**src/design/lzbd_pkg.sv**
```systemverilog
// Shared constants and transfer types for the LZ bitstream decompressor.
package lzbd_pkg;

  localparam int unsigned HIST_DEPTH = 65536;
  localparam int unsigned HIST_AW    = $clog2(HIST_DEPTH);
  localparam int unsigned CNT_W      = 24;
  localparam int unsigned LEN_W      = 6;
  localparam int unsigned DIST_W     = 16;
  localparam int unsigned RES_CW     = 7;
  localparam logic [RES_CW-1:0] MAX_RES = 7'd64;
  localparam logic [2:0] CAP_MAX = 3'd4;

  typedef enum logic [1:0] {
    CMD_NONE = 2'd0,
    CMD_LIT  = 2'd1,
    CMD_COPY = 2'd2
  } cmd_kind_e;

  typedef struct packed {
    cmd_kind_e         kind;
    logic [7:0]        lit;
    logic [LEN_W-1:0]  len;
    logic [DIST_W-1:0] span;
  } cmd_t;

  typedef struct packed {
    logic [7:0]       data;
    logic             present;
    logic             done;
    logic [CNT_W-1:0] total;
  } rec_t;

endpackage

```
**src/design/lzbd_emit.sv**
```systemverilog
// Result staging: one held result plus the output register, so the last result of a
// transaction can be tagged when the input transaction ends.
module lzbd_emit import lzbd_pkg::*; (
  input  logic clk_i,
  input  logic rst_ni,
  input  logic push_i,
  input  rec_t rec_i,
  input  logic flush_i,
  output logic ready_o,
  output logic hold_valid_o,
  input  logic out_stall_i,
  output logic out_valid_o,
  output rec_t out_rec_o,
  output logic out_last_o
);

  rec_t              hold_q;
  logic              hold_vld_q;
  rec_t              out_q;
  logic              out_vld_q;
  logic              out_last_q;
  logic [RES_CW-1:0] cnt_q;

  logic out_free;
  logic keep;
  logic move;

  assign out_free = !out_vld_q || !out_stall_i;
  assign ready_o  = !hold_vld_q || out_free;
  assign keep     = push_i && (cnt_q < MAX_RES);
  assign move     = ready_o && hold_vld_q && (keep || flush_i);

  always_ff @(posedge clk_i or negedge rst_ni) begin
    if (!rst_ni) begin
      out_vld_q  <= 1'b0;
      hold_vld_q <= 1'b0;
      cnt_q      <= '0;
    end else begin
      if (move) begin
        out_vld_q <= 1'b1;
      end else if (!out_stall_i) begin
        out_vld_q <= 1'b0;
      end
      if (flush_i && ready_o) begin
        hold_vld_q <= 1'b0;
        cnt_q      <= '0;
      end else if (keep && ready_o) begin
        hold_vld_q <= 1'b1;
        cnt_q      <= cnt_q + RES_CW'(1);
      end
    end
  end

  always_ff @(posedge clk_i) begin
    if (move) begin
      out_q      <= hold_q;
      out_last_q <= flush_i;
    end
    if (keep && ready_o) begin
      hold_q <= rec_i;
    end
  end

  assign hold_valid_o = hold_vld_q;
  assign out_valid_o  = out_vld_q;
  assign out_rec_o    = out_q;
  assign out_last_o   = out_last_q;

endmodule

```
**config.mk**
```make
export PLATFORM = sky130hd
export DESIGN_NAME = lzbd_emit
export DESIGN_NICKNAME = d
export VERILOG_FILES = /design/src/design/lzbd_pkg.sv /design/src/design/lzbd_emit.sv
export SDC_FILE = /design/constraint.sdc
export NUM_CORES = 1
export LEC_CHECK = 0
export BUFFER_PORTS_ARGS = -buffer_cell sky130_fd_sc_hd__buf_2
export CAP_MARGIN = 20
export CORE_ASPECT_RATIO = 1.2
export CORE_MARGIN = 10
export CORE_UTILIZATION = 45
export DETAILED_ROUTE_END_ITERATION = 8
export GPL_ROUTABILITY_DRIVEN = 0
export PLACE_DENSITY = 0.71
export SLEW_MARGIN = 5
export SYNTH_ARGS = -nofsm -noshare
export SYNTH_HDL_FRONTEND = slang
export SYNTH_SLANG_ARGS = --single-unit
export TNS_END_PERCENT = 50
```
**constraint.sdc**
```tcl
create_clock -name clk_i -period 4.2 [get_ports clk_i]
set_input_delay 0.21 -clock clk_i [delete_from_list [all_inputs] [get_ports clk_i]]
set_output_delay 0.21 -clock clk_i [all_outputs]
set_load 0.01 [all_outputs]
```
==> flow_summary.yaml <==
setup_path:
  path_max_fanout: 26
  required_ns: 4.24
  crit_path_cell_trace: "and2b_1 -> o21ai_0 -> a21oi_4 -> buf_16"
  crit_slowest_cell: "a21oi_4"
  worst_setup_path_end_kind: "flip-flop"
  crit_arrival_ns: 1.89
  cpPeakStageDelay_ns: 0.43
  cp_num_buf_inv: 1
  path_delay_family: "compound AO/OA/AOI/OAI gates"
  critical_path_class: "reg2reg"
  startpoint_type: "flip-flop"
clocking:
  cts_max_level: 3
  clkTransAtPathRegs_ns: 0.08
  cts_tree: "done"
  cts-resized-gates: 0
  postCtsSetupRepairBufs: 0
  clk_latency_ns: 0.33
  clock_path_buffers: 2
  cts_made_buffers: 9
  cts-root-buf: "clkbuf_8"
  cts.sinks: 78
pwr:
  seqPwrFrac_pct: 59.3
  clockPowerShare_pct: 34.2
  p_sw_share_pct: 21.2
  ir_worst_vdd_mv: 0.244
  p_per_area_mw_per_mm2: 477
  p_int_mw: 1.22
  leakagePower_nw: 1.31
  power_switching_uw: 328
  comb_power_share_pct: 6.5
timing:
  hold_viol: 0
  timing.slew.headroom_pct: 68.7
  final_max_slew_viol_count: 0
  max_freq_ghz: 0.542
  rsz0062_at_grt: "false"
  period_share_pct: 44.0
  setup_viol: 0
  skew_ns: 0.00549
  worst_slew_pin_slew_ns: 0.470
  setup_tns_ns: 0
  period_needed_ns: 1.85
finish:
  diodes: 0
  drive_above_1_share_pct: 46.4
  syn_to_final_growth_pct: 27.3
  final_common_cell: "buf_2"
  fin_nets: 242
  finalNonFillerCells: 269
  final_cell_mix: "buf_2, edfxtp_1, clkbuf_8, dfrtp_1, nand2_1"
flow_run:
  maxCapViolations: 0
synthesis:
  yosys.area.top_type_share_pct: 81.4
  yosysWarnings: 0
  synth_seq_area_share_pct: 90.2
  synthCells: 113
  synth_top_cell_by_area: "edfxtp_1"
  ys_seq_elements: 78
  synth_edf_count: 69
  ys.flop_type: "edfxtp_1"
  syn-num-nets: 153
  avgSynthCellArea_um2: 22.5
  async_flop_share_pct: 11.5
  yosys.cell_types.count: 25
  syn_area_mm2: 0.00255
  synthTopCellsByArea: "edfxtp_1, dfrtp_1, and3_4, mux2i_1, o2bb2ai_1"
routing:
  vias: 1319
  drtIter0Drc: 63
  antenna_left: 0
  drcViolationCount: 0
  dr.pass1.iters: 4
  via_per_inst: 4.90
  finalWirelength_mm: 4.39
  avgRoutedWirePerCell_um: 16.3
die:
  die-area_mm2: 0.00908
  row_count: 29
  die_y_um: 102
  start_util_pct: 47.1
  coreArea_mm2: 0.00541
  ios: 77
  dieWidth_um: 88.7
placed_design:
  hpwl_mm: 3.13
  dp_cells: 251
  portBuffers: 76
grt:
  grt_pass1_wl_mm: 6.47
  grt.total_usage_pct: 9.78
  grt_pass1_vias: 1286
  grt-ovfl-total: 0
  grt_antenna_before_repair: 0
  grt_max_degree: 37
min_path:
  hp-class: "in2reg"
run_status:
  status: "complete, no violations"
[cells in the mapped netlist (all sizes together), types with 2 or more instances]
cell type / count
a21o: 2
edfxtp: 69
and3: 3
dfrtp: 9
inv: 2
mux2i: 2
xor2: 2
nand3: 3
o21ai: 4
o2bb2ai: 2
nand2: 4
[sequential cells by signal (all words and copies together), names as in the netlist]
name / cells
hold_q: 34
out_rec_o: 34
cnt_q: 7
hold_valid_o: 1
out_last_o: 1
out_valid_o: 1
[kinds of logic (layout without fill, tap and decap cells)]
kind of cell,Yosys count,count (layout),synth area share (%)
AOI/OAI and AO/OA,14,14,3.98
xor gates and xnor gates,2,2,0.688
adders and majority gates,1,1,0.491
and+or+nand+nor,14,14,3.44
muxes,2,2,0.786
DFF,78,78,90.2
buffers and inverters,2,96,0.393
[path summary, 6_finish.rpt]
| check | start | endpoint | slack (ns) | cells past startpoint |
|---|---|---|---|---|
| worst max-delay path | cnt_q[6]$_DFFE_PN0P_ | out_rec_o[23]$_DFFE_PP_ | 2.35 | 4 |
| worst min-delay path | rec_i[15] | hold_q[15]$_DFFE_PP_ | 0.04 | 1 |
| worst max register to register | cnt_q[6]$_DFFE_PN0P_ | out_rec_o[23]$_DFFE_PP_ | 2.35 | 4 |
| worst min register to register | hold_q[26]$_DFFE_PP_ | out_rec_o[26]$_DFFE_PP_ | 0.42 | 0 |
| max in group asynchronous | rst_ni | cnt_q[2]$_DFFE_PN0P_ | 3.75 | 2 |
| min in group asynchronous | rst_ni | cnt_q[0]$_DFFE_PN0P_ | 0.27 | 2 |
[metrics by stage]
| stage | hold WS, ns | utilization (%) | area [um^2] | setup slack, ns | power, mW |
|---|---|---|---|---|---|
| floorplan | -0.0856 | - | 2550 | 1.27 | 0.976 |
| global placement | 0.0758 | 55.8 | 3020 | 2.08 | 1.03 |
| detailed placement | 0.0745 | 55.8 | 3020 | 2.03 | 1.03 |
| CTS | 0.0268 | 59.5 | 3210 | 2.03 | 1.56 |
| global route | 0.0103 | 60.0 | 3240 | 2.26 | 1.61 |
| finish | 0.0448 | 60.0 | 3240 | 2.35 | 1.55 |
[worst register-to-register path: stages (launching register included)]
cell     delay, ns
dfrtp_1       0.37
and2b_1       0.31
o21ai_0       0.20
a21oi_4       0.43
buf_16        0.24
[power by group through the flow]
stage | Combinational [mW] | Clock (mW) | Sequential, mW
finish | 0.100 | 0.529 | 0.917
CTS | 0.0977 | 0.543 | 0.919
global route | 0.111 | 0.578 | 0.922
global placement | 0.0962 | 0 | 0.934
floorplan | 0.0290 | 0 | 0.946
detailed placement | 0.0969 | 0 | 0.936
[cell type report]
cell class,count,area [um^2]
clock buffers,10,128
flip-flops and latches,78,2300
clock inverters,6,61.3
fillers,415,2160
multi-input cells,33,250
well taps,62,77.6
repair buffers,78,418
inverters,2,10.0
[per-layer routing]
layer / up-vias / GRT usage [%] / wire (um)
met2: 62 / 14.5 / 2100
met3: 4 / 5.41 / 507
li1: 626 / - / -
met5: - / 0 / 0
met1: 627 / 11.4 / 1740
met4: 0 / 4.48 / 37
[timing repair]
item | CTS | global route
setup endpoints to repair | 0 | 0
hold buffers | 1 | 0
hold endpoints to repair | 9 | 0
Note: power is estimated with default switching activity, not from simulation.
