**src/design/lzbd_pkg.sv**
```systemverilog
// Shared constants and transfer types for the LZ bitstream decompressor.
package lzbd_pkg;

  localparam int unsigned HIST_DEPTH = 65536;
  localparam int unsigned HIST_AW    = $clog2(HIST_DEPTH);
  localparam int unsigned CNT_W      = 24;
  localparam int unsigned LEN_W      = 6;
  localparam int unsigned DIST_W     = 16;
  localparam int unsigned RES_CW     = 7;
  localparam logic [RES_CW-1:0] MAX_RES = 7'd64;
  localparam logic [2:0] CAP_MAX = 3'd4;

  typedef enum logic [1:0] {
    CMD_NONE = 2'd0,
    CMD_LIT  = 2'd1,
    CMD_COPY = 2'd2
  } cmd_kind_e;

  typedef struct packed {
    cmd_kind_e         kind;
    logic [7:0]        lit;
    logic [LEN_W-1:0]  len;
    logic [DIST_W-1:0] span;
  } cmd_t;

  typedef struct packed {
    logic [7:0]       data;
    logic             present;
    logic             done;
    logic [CNT_W-1:0] total;
  } rec_t;

endpackage

```
**src/design/lzbd_parse.sv**
```systemverilog
// Bit-serial token decoder: flag, literal, unary length prefix, length and offset fields.
module lzbd_parse import lzbd_pkg::*; (
  input  logic       clk_i,
  input  logic       rst_ni,
  input  logic       adv_i,
  input  logic       clr_i,
  input  logic       bit_i,
  input  logic       at_limit_i,
  input  logic [3:0] lob_i,
  input  logic [2:0] cap_i,
  output cmd_t       cmd_o,
  output logic       idle_o
);

  localparam logic [2:0] PH_FLAG = 3'd0;
  localparam logic [2:0] PH_LIT  = 3'd1;
  localparam logic [2:0] PH_PRE  = 3'd2;
  localparam logic [2:0] PH_LEN  = 3'd3;
  localparam logic [2:0] PH_OFF  = 3'd4;

  logic [2:0]        phase_q, phase_d;
  logic [2:0]        pre_q, pre_d;
  logic [15:0]       acc_q, acc_d;
  logic [4:0]        left_q, left_d;
  logic [LEN_W-1:0]  plen_q, plen_d;

  logic [2:0]  cap_sat;
  logic [2:0]  pre_inc;
  logic [15:0] acc_sh;
  logic [15:0] len_calc;
  logic [LEN_W-1:0] len_long;

  assign cap_sat  = (cap_i > CAP_MAX) ? CAP_MAX : cap_i;
  assign pre_inc  = pre_q + 3'd1;
  assign acc_sh   = {acc_q[14:0], bit_i};
  assign len_calc = (acc_sh | (16'd1 << pre_q)) + 16'd1;
  assign len_long = len_calc[LEN_W-1:0];
  assign idle_o   = (phase_q == PH_FLAG);

  always_comb begin
    phase_d    = phase_q;
    pre_d      = pre_q;
    acc_d      = acc_q;
    left_d     = left_q;
    plen_d     = plen_q;
    cmd_o.kind = CMD_NONE;
    cmd_o.lit  = acc_sh[7:0];
    cmd_o.len  = plen_q;
    cmd_o.span = acc_sh + DIST_W'(plen_q);
    unique case (phase_q)
      PH_FLAG: begin
        if (!at_limit_i) begin
          acc_d = '0;
          pre_d = '0;
          if (!bit_i) begin
            left_d  = 5'd8;
            phase_d = PH_LIT;
          end else if (cap_sat == 3'd0) begin
            plen_d  = LEN_W'(2);
            left_d  = 5'd8;
            phase_d = PH_OFF;
          end else begin
            phase_d = PH_PRE;
          end
        end
      end
      PH_LIT: begin
        acc_d  = acc_sh;
        left_d = left_q - 5'd1;
        if (left_q == 5'd1) begin
          phase_d = PH_FLAG;
          if (!at_limit_i) begin
            cmd_o.kind = CMD_LIT;
          end
        end
      end
      PH_PRE: begin
        if (bit_i) begin
          pre_d = pre_inc;
          if (pre_inc >= cap_sat) begin
            acc_d   = '0;
            left_d  = {2'b00, pre_inc};
            phase_d = PH_LEN;
          end
        end else if (pre_q == 3'd0) begin
          acc_d   = '0;
          plen_d  = LEN_W'(2);
          left_d  = 5'd8;
          phase_d = PH_OFF;
        end else begin
          acc_d   = '0;
          left_d  = {2'b00, pre_q};
          phase_d = PH_LEN;
        end
      end
      PH_LEN: begin
        acc_d  = acc_sh;
        left_d = left_q - 5'd1;
        if (left_q == 5'd1) begin
          plen_d = len_long;
          acc_d  = '0;
          left_d = {1'b0, lob_i};
          if (lob_i == 4'd0) begin
            cmd_o.kind = CMD_COPY;
            cmd_o.len  = len_long;
            cmd_o.span = DIST_W'(len_long);
            phase_d    = PH_FLAG;
          end else begin
            phase_d = PH_OFF;
          end
        end
      end
      PH_OFF: begin
        acc_d = acc_sh;
        if (left_q != 5'd0) begin
          left_d = left_q - 5'd1;
        end
        if (left_q <= 5'd1) begin
          cmd_o.kind = CMD_COPY;
          phase_d    = PH_FLAG;
        end
      end
      default: begin
        phase_d = PH_FLAG;
      end
    endcase
  end

  always_ff @(posedge clk_i or negedge rst_ni) begin
    if (!rst_ni) begin
      phase_q <= PH_FLAG;
      pre_q   <= '0;
      acc_q   <= '0;
      left_q  <= '0;
      plen_q  <= '0;
    end else if (clr_i) begin
      phase_q <= PH_FLAG;
      pre_q   <= '0;
      acc_q   <= '0;
      left_q  <= '0;
      plen_q  <= '0;
    end else if (adv_i) begin
      phase_q <= phase_d;
      pre_q   <= pre_d;
      acc_q   <= acc_d;
      left_q  <= left_d;
      plen_q  <= plen_d;
    end
  end

endmodule

```
**config.mk**
```make
export PLATFORM = sky130hd
export DESIGN_NAME = lzbd_parse
export DESIGN_NICKNAME = d
export VERILOG_FILES = /design/src/design/lzbd_pkg.sv /design/src/design/lzbd_parse.sv
export SDC_FILE = /design/constraint.sdc
export NUM_CORES = 1
export LEC_CHECK = 0
export ABC_AREA = 1
export BUFFER_PORTS_ARGS = -buffer_cell sky130_fd_sc_hd__buf_4
export CAP_MARGIN = 10
export CORE_MARGIN = 5
export CORE_UTILIZATION = 63
export DETAILED_ROUTE_END_ITERATION = 6
export PLACE_DENSITY = 0.95
export SETUP_SLACK_MARGIN = 0.3
export SLEW_MARGIN = 15
export SYNTH_ARGS = -nofsm -noshare
export SYNTH_HDL_FRONTEND = slang
export SYNTH_SLANG_ARGS = --single-unit
```
**constraint.sdc**
```tcl
create_clock -name clk_i -period 4.7 [get_ports clk_i]
set_clock_uncertainty 0.05 [all_clocks]
set_input_delay 1.175 -clock clk_i [delete_from_list [all_inputs] [get_ports clk_i]]
set_output_delay 1.175 -clock clk_i [all_outputs]
set_load 0.005 [all_outputs]
```
==> metrics list, run 1 <==
- Setup slack on the worst reg-to-reg path comes out at 2230 ps.
- Entering global routing, the biggest net connects 33 pins.
* Total congestion overflow: 0
* Vias in the first global route: 3166
* Worst reg2reg path depth: 10
- CP arrival: 2830 ps
* Power per Cell Area: 346 nW/um^2
- For this block, the initial DRC count from the detailed router was 296.
- Final period utilization: 0.863
- Distinct cells, synth: 32
- Static Leak: 1.85 nW
- From left edge to right edge, the die measures 79.4 um.
* Number of nets in the final layout: 547
- Die area: 6300 um^2
- Critical Path Start: bit_i
- Ratio of cells with drive above 1 in the final layout: 0.155
- Routed wire length per instance: 14.2 um
- In this run, post-CTS hold repair placed 0 buffers.
* Most common cell after layout, fill and taps aside: sky130_fd_sc_hd__nand2_1
* Result of the run: complete, no violations
- Yosys warning total: 0
- Slew margin rel.: 0.629
- Core footprint: 4690 um^2
* Number of hold violations in the final report: 0
* Starting density of the core: 0.646
* Diodes inserted: 0
- Post-route minimum period: 4060 ps
* Final max-slew violation count: 0
- Across all setup checks in the final design, the least slack found is 642 ps.
- The mapped netlist covers 3030 um^2.
- TritonCTS built the clock tree.
* Share of synthesized area occupied by flip-flops and latches: 0.264
- Across the VDD grid, the largest voltage drop is 0.229 mV.
- Setup Crit Path Kind: in2out
- Synthesis produced a netlist with a net count of 513.
- Startpoint of the worst register-to-register path: pre_q[0]$_DFFE_PN0P_
- Setup repair after global routing left no endpoint under its margin.
- At the pin with the least slew margin, the transition time is 555 ps.
* Hold Path Class: reg2reg
* RR Endpoint: acc_q[9]$_DFFE_PN0P_
- OpenSTA, run right after detailed placement, puts the worst setup slack at 670 ps.
- Count of TritonRoute iterations in the first routing pass: 5
- The later pin in the worst-skew pair is clocked with a latency of 290 ps.
- Number of vias in the routed layout: 3268
- In this run the worst setup path terminates at cmd_o[8].
- The number of clock buffers added by TritonCTS is 5.
- Leaving out fill and tap cells, the most frequent cells in the layout are 164 x sky130_fd_sc_hd__nand2_1, 52 x sky130_fd_sc_hd__nor2_1, 49 x sky130_fd_sc_hd__inv_1.
- STA classifies the critical path startpoint as an input pin.
- Summed over all nets, the half-perimeter wirelength after detailed placement is 6160 um.
- In this run the remaining antenna-violating nets after routing total 0.
- Across every metal layer, demand over resource in global routing totals 0.274.
* TritonCTS sink count: 32
- Setup total negative slack: 0 ps
- Setup violations remaining at the end of the flow were counted as 0.
- Gates resized during post-CTS repair numbered 0.
- Cell Rows: 25
- Count of flip-flops with a built-in enable after synthesis: 0
* Mapped Cells: 481
- Post-CTS Setup Inserts: 0
* Initial antenna violation count: 0
- # port buffers: 45
- CTS placed an instance of sky130_fd_sc_hd__clkbuf_8 at the clock tree root.
* Clock slew at the register clock pins of the worst setup and hold paths: 70 ps
* Crit path max fanout: 11
- Derived from the worst setup path, the maximum achievable clock frequency is 246 MHz.
- 46 I/O pins were placed.
- In the routed design, unresolved DRC markers number 0.
* Max-capacitance violation count: 0
* Area Growth Syn to Fin: 12.4%
- Maximum number of buffers from clock root to sink: 2
- The average instance in the mapped netlist occupies 6.30 um^2.
* Number of vias per cell after detailed routing: 5.73
* Leading register cell type out of synthesis: sky130_fd_sc_hd__dfrtp_1
* Fraction of registers with async set or reset after synthesis: 1.00
- Height of the die: 79.4 um
* Wire length reported by the detailed router: 8100 um
- After filler insertion, the fill cell instance count of the layout stands at 399.
* Global placement routability congestion: 0.931
- Summing all flip-flop and latch instances after layout gives 801 um^2.
- The first global-routing pass estimated 13800 um of wire.
- Post-synthesis sequential element count: 32
* Overall power after layout: 1.18 mW
- The worst setup path is captured at an output pin.
- Footprint of the multi-input gates: 1890 um^2
- Required time of the critical path: 3470 ps
* CTS H-tree depth: 2
how the worst min path moves through the flow:
stage / from / cells past startpoint / end / slack (ps)
6_report: acc_q[14]$_DFFE_PN0P_ / 2 / acc_q[14]$_DFFE_PN0P_ / 470
5_1_grt: acc_q[14]$_DFFE_PN0P_ / 2 / acc_q[14]$_DFFE_PN0P_ / 480
4_1_cts: plen_q[5]$_DFFE_PN0P_ / 2 / plen_q[5]$_DFFE_PN0P_ / 460
3_5_place_dp: plen_q[5]$_DFFE_PN0P_ / 2 / plen_q[5]$_DFFE_PN0P_ / 450
3_3_place_gp: acc_q[14]$_DFFE_PN0P_ / 2 / acc_q[14]$_DFFE_PN0P_ / 440
2_1_floorplan: plen_q[0]$_DFFE_PN0P_ / 2 / plen_q[0]$_DFFE_PN0P_ / 410
synthesized netlist by cell type, types with 2 or more instances:
cell type	n	area (um^2)
sky130_fd_sc_hd__nand2_2	6	37.5
sky130_fd_sc_hd__nor2_2	2	12.5
sky130_fd_sc_hd__ha_1	18	225
sky130_fd_sc_hd__nand4_1	5	31.3
sky130_fd_sc_hd__a21oi_1	19	95.1
sky130_fd_sc_hd__o21ai_2	8	70.1
sky130_fd_sc_hd__nor3_1	6	30.0
sky130_fd_sc_hd__o211ai_1	2	15.0
sky130_fd_sc_hd__xnor2_1	3	26.3
sky130_fd_sc_hd__nor2_4	4	45.0
sky130_fd_sc_hd__buf_6	3	33.8
sky130_fd_sc_hd__inv_2	5	18.8
sky130_fd_sc_hd__o21ai_0	25	125
sky130_fd_sc_hd__xor2_1	3	26.3
sky130_fd_sc_hd__inv_1	49	184
sky130_fd_sc_hd__buf_2	3	15.0
sky130_fd_sc_hd__buf_4	10	75.1
sky130_fd_sc_hd__nand2_1	164	616
sky130_fd_sc_hd__dfrtp_1	32	801
sky130_fd_sc_hd__nand3_1	47	235
sky130_fd_sc_hd__nand3b_1	3	22.5
sky130_fd_sc_hd__nor2_1	52	195
sky130_fd_sc_hd__o21ai_1	3	15.0
metrics by stage:
| step | instance area, um^2 | hold slack, ps | cells | utilization |
|---|---|---|---|---|
| after global placement | 3300 | 441 | 562 | 0.702 |
| final | 3410 | 467 | 570 | 0.726 |
| after floorplan | 3030 | 412 | 481 | - |
| after detailed placement | 3300 | 447 | 562 | 0.702 |
| after global routing | 3410 | 481 | 570 | 0.726 |
| after CTS | 3410 | 464 | 570 | 0.726 |
critical path, stage by stage:
cell                      delay (ps)
sky130_fd_sc_hd__buf_4           150
sky130_fd_sc_hd__ha_1            230
sky130_fd_sc_hd__fa_1            440
sky130_fd_sc_hd__nand3_1         110
sky130_fd_sc_hd__nand2_1          90
sky130_fd_sc_hd__nand2_1          70
sky130_fd_sc_hd__o21ai_0         150
sky130_fd_sc_hd__o21ai_0         180
sky130_fd_sc_hd__a21oi_1          70
sky130_fd_sc_hd__buf_4           160
sequential cells by signal, summed over array words and instances (netlist names):
signal,flops
left_q,5
phase_q,3
pre_q,3
acc_q,15
plen_q,6
logic make-up after synthesis:
group,count (synthesis),synth area share
AOI/OAI and AO/OA,60,0.114
xor gates and xnor gates,6,0.0173
and+or+nand+nor,292,0.410
DFF,32,0.264
buffers and inverters,72,0.113
adders and majority gates,19,0.0809
report_power, final:
group,switching (mW),internal [mW],total (mW)
logic,0.369,0.190,0.559
registers,0.0497,0.306,0.355
clock network,0.107,0.157,0.264
total,0.526,0.652,1.18
per-layer routing:
layer | global-route usage | vias up | part of all wire
li1 | - | 1602 | -
met1 | 0.304 | 1471 | 0.40
met2 | 0.494 | 156 | 0.50
met3 | 0.0485 | 39 | 0.062
met4 | 0.149 | 0 | 0.035
met5 | 0 | - | 0
cell type report:
type | instances | share of cell area
inverters | 54 | 0.0595
multi-input cells | 377 | 0.554
repair buffers | 45 | 0.0992
flip-flops and latches | 32 | 0.235
clock buffers | 5 | 0.0202
clock inverters | 3 | 0.0125
well taps | 54 | 0.0198
Power figures use the tool's default switching activity.
==> inputs of run 2 (changes only) <==
--- a/config.mk
+++ b/config.mk
@@ -8,9 +8,12 @@
 export ABC_AREA = 1
 export BUFFER_PORTS_ARGS = -buffer_cell sky130_fd_sc_hd__buf_4
 export CAP_MARGIN = 10
+export CELL_PAD_IN_SITES_DETAIL_PLACEMENT = 0
+export CELL_PAD_IN_SITES_GLOBAL_PLACEMENT = 1
 export CORE_MARGIN = 5
-export CORE_UTILIZATION = 63
+export CORE_UTILIZATION = 43
 export DETAILED_ROUTE_END_ITERATION = 6
+export GPL_TIMING_DRIVEN = 0
 export PLACE_DENSITY = 0.95
 export SETUP_SLACK_MARGIN = 0.3
 export SLEW_MARGIN = 15
==> run 2 against run 1 <==
Hold slack worse by 5.9 ps. Critical path depth stayed put. Wire length is 1.1% lower. Clock power hardly changed. Global-route usage is 8.1 points lower. Combinational power is 4.3% higher. Setup slack better by 13 ps. Final cell count is 11% higher. Final area is 5.6% higher. Utilization is 20 points lower. Fmax is 0.32% higher. Sequential power is 2% lower. Largest cell class unchanged. Highest routed layer unchanged.
==> metrics list, run 2 (synthesis gave the netlist of run 1 again) <==
* Clock Latency Late Sink: 290 ps (about the same)
* TritonCTS sink count: 32 (unchanged)
* # setup viols final: 0 (unchanged)
- Ratio of cells with drive above 1 in the final layout: 0.180 (was 0.155)
* Cell with the largest stage delay on the worst path: sky130_fd_sc_hd__fa_1 (unchanged)
- Static Leak: 1.95 nW (was 1.85 nW)
- CP endpoint kind: output pin (unchanged)
- The share of total power consumed by net switching is 0.437 (was 0.446).
- The number of routed nets with antenna violations came to 0 (unchanged).
- Post-CTS Setup Inserts: 0 (unchanged)
* Height of the die: 94.0 um (was 79.4 um)
- The final core utilization is 0.527 (was 0.726).
- The total of buffers placed on input and output ports is 45 (unchanged).
* Final cell count without fillers: 630 (was 570)
- Unrepaired setup endpoints after global routing: no (unchanged)
* Worst hold margin: 461 ps (was 467 ps)
- Number of hold violations in the final report: 0 (unchanged)
- Cell at the root of the clock tree: sky130_fd_sc_hd__clkbuf_8 (unchanged)
* Worst setup slack before clock tree synthesis: 684 ps (was 670 ps)
* Cts repair resizes: 0 (unchanged)
- The count of hold buffers inserted by post-cts repair was 0 (unchanged).
- The top fanout value on the critical path was 4 (was 11).
- Setup Crit Path Kind: in2out (unchanged)
- Area Growth Syn to Fin: 18.7% (was 12.4%)
* Comb power frac: 0.487 (was 0.475)
- Flop pwr share: 0.290 (was 0.302)
- The clock period minus final worst setup slack was 4040 ps (was 4060 ps).
- The clock-pin slew on the worst setup and hold paths was 60 ps (was 70 ps).
* CP arrival: 2820 ps (was 2830 ps)
- The HPWL after detailed placement was 6280 um (was 6160 um).
- Overall power after layout: 1.20 mW (was 1.18 mW)
- Commonest non-fill, non-tap cells in the layout: 164 x sky130_fd_sc_hd__nand2_1, 55 x sky130_fd_sc_hd__buf_4, 52 x sky130_fd_sc_hd__nor2_1 (was 164 x sky130_fd_sc_hd__nand2_1, 52 x sky130_fd_sc_hd__nor2_1, 49 x sky130_fd_sc_hd__inv_1)
- Max-capacitance violation count: 0 (unchanged)
- The number of filler instances in the final layout was 710 (was 399).
* Result of the run: complete, no violations (unchanged)
* Final period utilization: 0.861 (was 0.863)
- Fraction of power consumed by the clock network: 0.223 (was 0.224)
* Cells along the critical path: buf_4 -> ha_1 -> fa_1 -> nand3_1 -> nand2_1 -> nand2_1 -> o21ai_0 -> o21ai_0 -> a21oi_1 -> buf_4 (unchanged)
- Count of TritonRoute iterations in the first routing pass: 6 (was 5)
- Pin count of the biggest net entering global routing: 33 (unchanged)
- The number of max-slew violations in the final report came to 0 (unchanged).
- The switching power is 524 uW (was 526 uW).
- The register bank with the most flops is acc_q (unchanged).
* CTS tree: done (unchanged)
- The data required time at the worst endpoint came to 3470 ps (about the same).
- The slew of the pin with the lowest slew margin is 648 ps (was 555 ps).
* Count of routing violations after the opening detailed-route iteration: 181 (was 296)
- Post-Layout Inst Area: 3600 um^2 (was 3410 um^2)
* Power per Cell Area: 333 nW/um^2 (was 346 nW/um^2)
- The number of flip-flops in the largest register was 15 (unchanged).
- The overall die width was 94.0 um (was 79.4 um).
- The class of the tightest hold or removal check was reg2reg (unchanged).
* Core footprint: 6830 um^2 (was 4690 um^2)
- Maximum number of buffers from clock root to sink: 2 (unchanged)
* Post-route worst setup slack: 655 ps (was 642 ps)
- The number of global-route vias before repair came to 2984 (was 3166).
- The count of placed standard cells including taps came to 622 (was 562).
- The count of pins on the block boundary came to 46 (unchanged).
- The type of element launching the critical path was an input pin (unchanged).
- Number of vias per cell after detailed routing: 5.00 (was 5.73)
* Setup total negative slack: 0 ps (unchanged)
* DRC violation count after routing: 0 (unchanged)
- Max Fclk: 247 MHz (was 246 MHz)
- The maximum resistive drop on vdd was 0.226 mV (was 0.229 mV).
* CTS H-tree depth: 2 (unchanged)
- Most common cell after layout, fill and taps aside: sky130_fd_sc_hd__nand2_1 (unchanged)
- The design internal power was 674 uW (was 652 uW).
- Inserted Clock Buffers: 5 (unchanged)
* CP max stage delay: 460 ps (was 440 ps)
- Wire length of the first global-routing pass: 13900 um (was 13800 um)
- The count of nets after finishing was 565 (was 547).
- The global placer's final weighted congestion was 0.939 (was 0.931).
- Number of vias in the routed layout: 3151 (was 3268)
* Routed wire length per instance: 12.7 um (was 14.2 um)
- Largest registers in the final layout: acc_q: 15 flops, plen_q: 6 flops, left_q: 5 flops (unchanged)
* Diodes inserted: 0 (unchanged)
- The initial antenna violation count was 0 (unchanged).
* Die area: 8830 um^2 (was 6300 um^2)
* Total congestion overflow: 0 (unchanged)
- The row count came to 30 (was 25).
- Starting density of the core: 0.444 (was 0.646)
* Slew margin rel.: 0.565 (was 0.629)
* Wire length reported by the detailed router: 8010 um (was 8100 um)
- Post-DP Area: 3490 um^2 (was 3300 um^2)
- Global routing usage summed across all routing layers: 0.194 (was 0.274)
## run 2: worst paths after layout
check	startpoint	to	slack, ps	cells past startpoint
max reg2reg	pre_q[0]$_DFFE_PN0P_	acc_q[0]$_DFFE_PN0P_	2520	11
max	bit_i	cmd_o[8]	660	10
min in group asynchronous	rst_ni	phase_q[2]$_DFFE_PN0P_	760	1
max in group asynchronous	rst_ni	plen_q[0]$_DFFE_PN0P_	3510	1
min	plen_q[0]$_DFFE_PN0P_	plen_q[0]$_DFFE_PN0P_	460	2
min reg2reg	plen_q[0]$_DFFE_PN0P_	plen_q[0]$_DFFE_PN0P_	460	2
## run 2: final cells by class
| class | count | area, um^2 | area share |
|---|---|---|---|
| timing repair buffer | 45 | 338 | 0.0939 |
| buffer | 18 | 141 | 0.0393 |
| clock inverter | 2 | 35.0 | 0.00974 |
| clock buffer | 6 | 72.6 | 0.0202 |
| tap | 96 | 120 | 0.0334 |
| multi-input combinational | 377 | 1890 | 0.525 |
| sequential | 32 | 801 | 0.223 |
| inverter | 54 | 203 | 0.0563 |
## run 2: metal layers
metal / GRT usage / wire, um
met1: 0.247 / 3660
met2: 0.338 / 3820
met3: 0.0272 / 370
met4: 0.0566 / 153
met5: 0 / 0
## run 2: worst max-delay path, delay by kind of cell
| kind | cells | cell delay, ps |
|---|---|---|
| AND/OR/NAND/NOR | 3 | 290 |
| buffers and inverters | 2 | 270 |
| AO/OA/AOI/OAI | 3 | 410 |
| adder cells (fa/ha/maj) | 2 | 680 |
## run 2: power groups by stage
stage / logic, mW / registers (mW) / clock network [mW]
final: 0.583 / 0.347 / 0.267
after global routing: 0.669 / 0.354 / 0.286
after CTS: 0.587 / 0.347 / 0.271
after detailed placement: 0.584 / 0.352 / 0
after global placement: 0.577 / 0.352 / 0
after floorplan: 0.427 / 0.341 / 0
==> inputs of run 3 (changes only) <==
--- a/config.mk
+++ b/config.mk
@@ -5,13 +5,12 @@
 export SDC_FILE = /design/constraint.sdc
 export NUM_CORES = 1
 export LEC_CHECK = 0
-export ABC_AREA = 1
 export BUFFER_PORTS_ARGS = -buffer_cell sky130_fd_sc_hd__buf_4
 export CAP_MARGIN = 10
 export CELL_PAD_IN_SITES_DETAIL_PLACEMENT = 0
 export CELL_PAD_IN_SITES_GLOBAL_PLACEMENT = 1
 export CORE_MARGIN = 5
-export CORE_UTILIZATION = 43
+export CORE_UTILIZATION = 46
 export DETAILED_ROUTE_END_ITERATION = 6
 export GPL_TIMING_DRIVEN = 0
 export PLACE_DENSITY = 0.95
==> run 3 against run 2 <==
Wire length is 7.3% lower. Die area is 11% lower. Fmax is 4.8% lower. Sequential power grew 3%. Hold slack improved by 59 ps. First-iteration DRC count down 24%. Utilization rose by 4.3 points. Synthesized cell count shrank 29%. Critical path type unchanged.
==> metrics list, run 3 <==
* Result of the run: complete, no violations (unchanged)
- TritonCTS sink count: 32 (unchanged)
- The root buffer cell is sky130_fd_sc_hd__clkbuf_8 (unchanged).
- Setup total negative slack: 0 ps (unchanged)
- The count of nets after finishing was 424 (was 565).
- The final number of setup-violating endpoints was 0 (unchanged).
- Commonest non-fill, non-tap cells in the layout: 55 x sky130_fd_sc_hd__buf_4, 37 x sky130_fd_sc_hd__nand2_1, 32 x sky130_fd_sc_hd__dfrtp_1 (was 164 x sky130_fd_sc_hd__nand2_1, 55 x sky130_fd_sc_hd__buf_4, 52 x sky130_fd_sc_hd__nor2_1).
- The clock insertion delay at the later pin of the skew report is 290 ps (about the same).
- The endpoint arrival time on the critical path is 3020 ps (was 2820 ps).
- Half-perimeter wire length of the detailed placement result: 5720 um (was 6280 um)
- The global routing usage summed across all routing layers came to 0.193 (was 0.194).
- The count of different cell masters after synthesis came to 65 (was 32).
- The count of pins on the block boundary came to 46 (unchanged).
* Number of vias in the routed layout: 2685 (was 3151)
* Number of vias per cell after detailed routing: 5.74 (was 5.00)
- Cell with the largest stage delay on the worst path: sky130_fd_sc_hd__or4_1 (was sky130_fd_sc_hd__fa_1)
- Max Fclk: 235 MHz (was 247 MHz)
* Initial antenna violation count: 0 (unchanged)
- The height of the die came to 88.9 um (was 94.0 um).
* Grt met3 use: 0.0270 (was 0.0272)
* Post-Layout Inst Area: 3410 um^2 (was 3600 um^2)
* CTS H-tree depth: 2 (unchanged)
- Static Leak: 1.57 nW (was 1.95 nW)
- Leading cell types by total area after synthesis: sky130_fd_sc_hd__dfrtp_1 28%, sky130_fd_sc_hd__ha_1 7.9%, sky130_fd_sc_hd__nand2_1 4.9% (was sky130_fd_sc_hd__dfrtp_1 26%, sky130_fd_sc_hd__nand2_1 20%, sky130_fd_sc_hd__nand3_1 7.8%)
- Clock slew at the register clock pins of the worst setup and hold paths: 70 ps (was 60 ps)
- The wire length per cell came to 15.9 um (was 12.7 um).
- The top fanout value on the critical path is 10 (was 4).
- Pin slew with the least headroom to its limit: 584 ps (was 648 ps)
- Share of synthesized area occupied by flip-flops and latches: 0.280 (was 0.264)
* Max-capacitance violation count: 0 (unchanged)
- The power density over the cells came to 363 nW/um^2 (was 333 nW/um^2).
* Worst hold margin: 520 ps (was 461 ps)
- CTS tree: done (unchanged)
- Avg Synthesized Cell Area: 8.42 um^2 (was 6.30 um^2)
- DRC violation count after routing: 0 (unchanged)
* Sequential cell area: 801 um^2 (unchanged)
- Met1 GRT Util: 0.256 (was 0.247)
- Post-DP Area: 3290 um^2 (was 3490 um^2)
- The global-route track usage on met2 is 0.317 (was 0.338).
- The register bank with the most flops was acc_q (unchanged).
- The kind of cell with the highest combined delay on the critical path was simple AND/OR/NAND/NOR gates (was adder cells).
- Core footprint: 5990 um^2 (was 6830 um^2)
* List of most frequent post-synthesis cells: 37 x sky130_fd_sc_hd__nand2_1, 32 x sky130_fd_sc_hd__dfrtp_1, 31 x sky130_fd_sc_hd__nor2_1 (was 164 x sky130_fd_sc_hd__nand2_1, 52 x sky130_fd_sc_hd__nor2_1, 49 x sky130_fd_sc_hd__inv_1)
- The endpoint type of the worst setup path is an output pin (unchanged).
- Post-route minimum period: 4250 ps (was 4040 ps)
- Biggest area consumer among synthesized cells: sky130_fd_sc_hd__dfrtp_1 (unchanged)
- The flip-flop and latch count after synthesis is 32 (unchanged).
- The number of filler instances in the final layout came to 569 (was 710).
* Most heavily used metal layer in global routing: met2 (unchanged)
- The length of the first detailed-routing pass in iterations came to 5 (was 6).
- The synthesized area was 2860 um^2 (was 3030 um^2).
* Starting density of the core: 0.478 (was 0.444)
- Startpoint kind of the worst setup timing path: input pin (unchanged)
* CP max stage delay: 610 ps (was 460 ps)
* Post-CTS Hold Buffers: 0 (unchanged)
- The count of placed standard cells including taps was 460 (was 622).
* Mapped Cells: 340 (was 481)
- # port buffers: 45 (unchanged)
- The number of hold violations in the final report came to 0 (unchanged).
- The floorplan die area came to 7900 um^2 (was 8830 um^2).
- The fraction of final layout cells with drive strength greater than 1 came to 0.226 (was 0.180).
- Footprint of the multi-input gates: 1860 um^2 (was 1890 um^2)
* Final max-slew violation count: 0 (unchanged)
* Cells along the critical path: buf_4 -> or4_1 -> nor3_1 -> buf_2 -> nand2_1 -> nand2_1 -> buf_4 (was buf_4 -> ha_1 -> fa_1 -> nand3_1 -> nand2_1 -> nand2_1 -> o21ai_0 -> o21ai_0 -> a21oi_1 -> buf_4)
- The category of the most critical setup path is in2out (unchanged).
- Inserted Clock Buffers: 5 (unchanged)
* Total congestion overflow: 0 (unchanged)
* Final ANT Viol Nets: 0 (unchanged)
- Maximum number of buffers from clock root to sink: 2 (unchanged)
* Most common cell after layout, fill and taps aside: sky130_fd_sc_hd__buf_4 (was sky130_fd_sc_hd__nand2_1)
* Count of flip-flops with a built-in enable after synthesis: 0 (unchanged)
* Count of routing violations after the opening detailed-route iteration: 138 (was 181)
- Vias in the first global route: 2532 (was 2984)
- Hold Path Class: reg2reg (unchanged)
- The count of warnings emitted by yosys came to 0 (unchanged).
- Max reg flops: 15 (unchanged)
- Area Growth Syn to Fin: 19.2% (was 18.7%)
- The data required time at the worst endpoint is 3470 ps (about the same).
- Wire length reported by the detailed router: 7420 um (was 8010 um)
* Leading register cell type out of synthesis: sky130_fd_sc_hd__dfrtp_1 (unchanged)
- The overall die width came to 88.9 um (was 94.0 um).
- The final critical-path share of the clock period was 0.904 (was 0.861).
* Slew margin rel.: 0.608 (was 0.565)
* Fraction of registers with async set or reset after synthesis: 1.00 (unchanged)
* Post-CTS Setup Inserts: 0 (unchanged)
- The number of standard cells in the layout, taps in and fillers out was 468 (was 630).
- Most frequently used cell type in the post-synthesis netlist: sky130_fd_sc_hd__nand2_1 (unchanged)
* Worst setup slack before clock tree synthesis: 377 ps (was 684 ps)
- The buffering stage count on the worst path with inverters included was 3 (was 2).
- Largest registers in the final layout: acc_q: 15 flops, plen_q: 6 flops, left_q: 5 flops (unchanged).
- The maximum resistive drop on vdd came to 0.297 mV (was 0.226 mV).
- The row count is 28 (was 30).
* Unrepaired setup endpoints after global routing: no (unchanged)
- Diodes inserted: 0 (unchanged)
- Wire length of the first global-routing pass: 11900 um (was 13900 um)
- The final critical-path setup slack was 451 ps (was 655 ps).
- Pin count of the biggest net entering global routing: 33 (unchanged)
* Nets in the synthesized netlist: 372 (was 513)
- The global placer's final weighted congestion came to 0.998 (was 0.939).
- The share of Yosys cell area claimed by the top area cell type came to 0.280 (was 0.264).
run 3: cell types whose count changed after synthesis, sizes merged, moves of 5 or more:
cell / change
a21o: +5
a22o: +14
inv: -40
nand2: -133
nand2b: +10
nand3: -36
nor2: -27
nor2b: +7
o21ai: -12
o31ai: +8
xor2: +9
run 3: kinds of logic (layout without fill, tap and decap cells):
kind of cell	after synthesis	in the layout	synth area share
compound gates	99	99	0.254
xor+xnor	18	18	0.0551
fa+ha+maj	19	19	0.0857
buf+inv	39	92	0.0726
flops	32	32	0.280
mux	4	4	0.0157
simple gates	129	129	0.237
run 3: through the flow:
| stage | total power, mW | util |
|---|---|---|
| after floorplan | 0.791 | - |
| after detailed placement | 0.963 | 0.550 |
| final | 1.24 | 0.569 |
| after global placement | 0.958 | 0.550 |
| after CTS | 1.24 | 0.568 |
| after global routing | 1.32 | 0.569 |
run 3: area by class of cell:
class / instances / share of cell area
flip-flops and latches: 32 / 0.235
multi-input cells: 269 / 0.545
plain buffers: 25 / 0.0455
clock inverters: 3 / 0.0125
well taps: 75 / 0.0275
clock buffers: 5 / 0.0202
inverters: 14 / 0.0154
repair buffers: 45 / 0.0991
run 3: where the power goes:
group | switching (mW) | internal [mW] | total (mW)
combinational | 0.357 | 0.252 | 0.609
clock | 0.112 | 0.157 | 0.269
sequential | 0.0499 | 0.309 | 0.358
run 3: layer usage:
| layer | up-vias | share of wire |
|---|---|---|
| met5 | - | 0 |
| met4 | 0 | 0.026 |
| met3 | 14 | 0.066 |
| met2 | 97 | 0.45 |
| met1 | 1236 | 0.45 |
| li1 | 1338 | - |
run 3: final timing paths:
check                           slack [ps]                     end  depth (start not counted)                   from
worst max-delay path                   450                cmd_o[1]                          7               lob_i[3]
worst min-delay path                   520   acc_q[14]$_DFFE_PN0P_                          1  acc_q[14]$_DFFE_PN0P_
worst max register to register        1810   left_q[3]$_DFFE_PN0P_                         10   pre_q[2]$_DFFE_PN0P_
worst min register to register         520   acc_q[14]$_DFFE_PN0P_                          1  acc_q[14]$_DFFE_PN0P_
max in group asynchronous             3520   left_q[4]$_DFFE_PN0P_                          1                 rst_ni
min in group asynchronous              770  phase_q[0]$_DFFE_PN0P_                          1                 rst_ni
run 3: worst reg2reg max path: stages (launching register included):
cell	delay (ps)
sky130_fd_sc_hd__dfrtp_1	330
sky130_fd_sc_hd__clkbuf_1	290
sky130_fd_sc_hd__inv_1	120
sky130_fd_sc_hd__ha_1	350
sky130_fd_sc_hd__inv_1	60
sky130_fd_sc_hd__ha_1	290
sky130_fd_sc_hd__nand2_1	50
sky130_fd_sc_hd__o21ai_1	370
sky130_fd_sc_hd__o22ai_1	320
sky130_fd_sc_hd__or2_2	390
sky130_fd_sc_hd__o21ai_0	180
run 3: repair_timing:
item | CTS | global route
resized for setup | 0 | 2
endpoints found under the setup margin | 0 | 5
hold endpoints to repair | 0 | 0
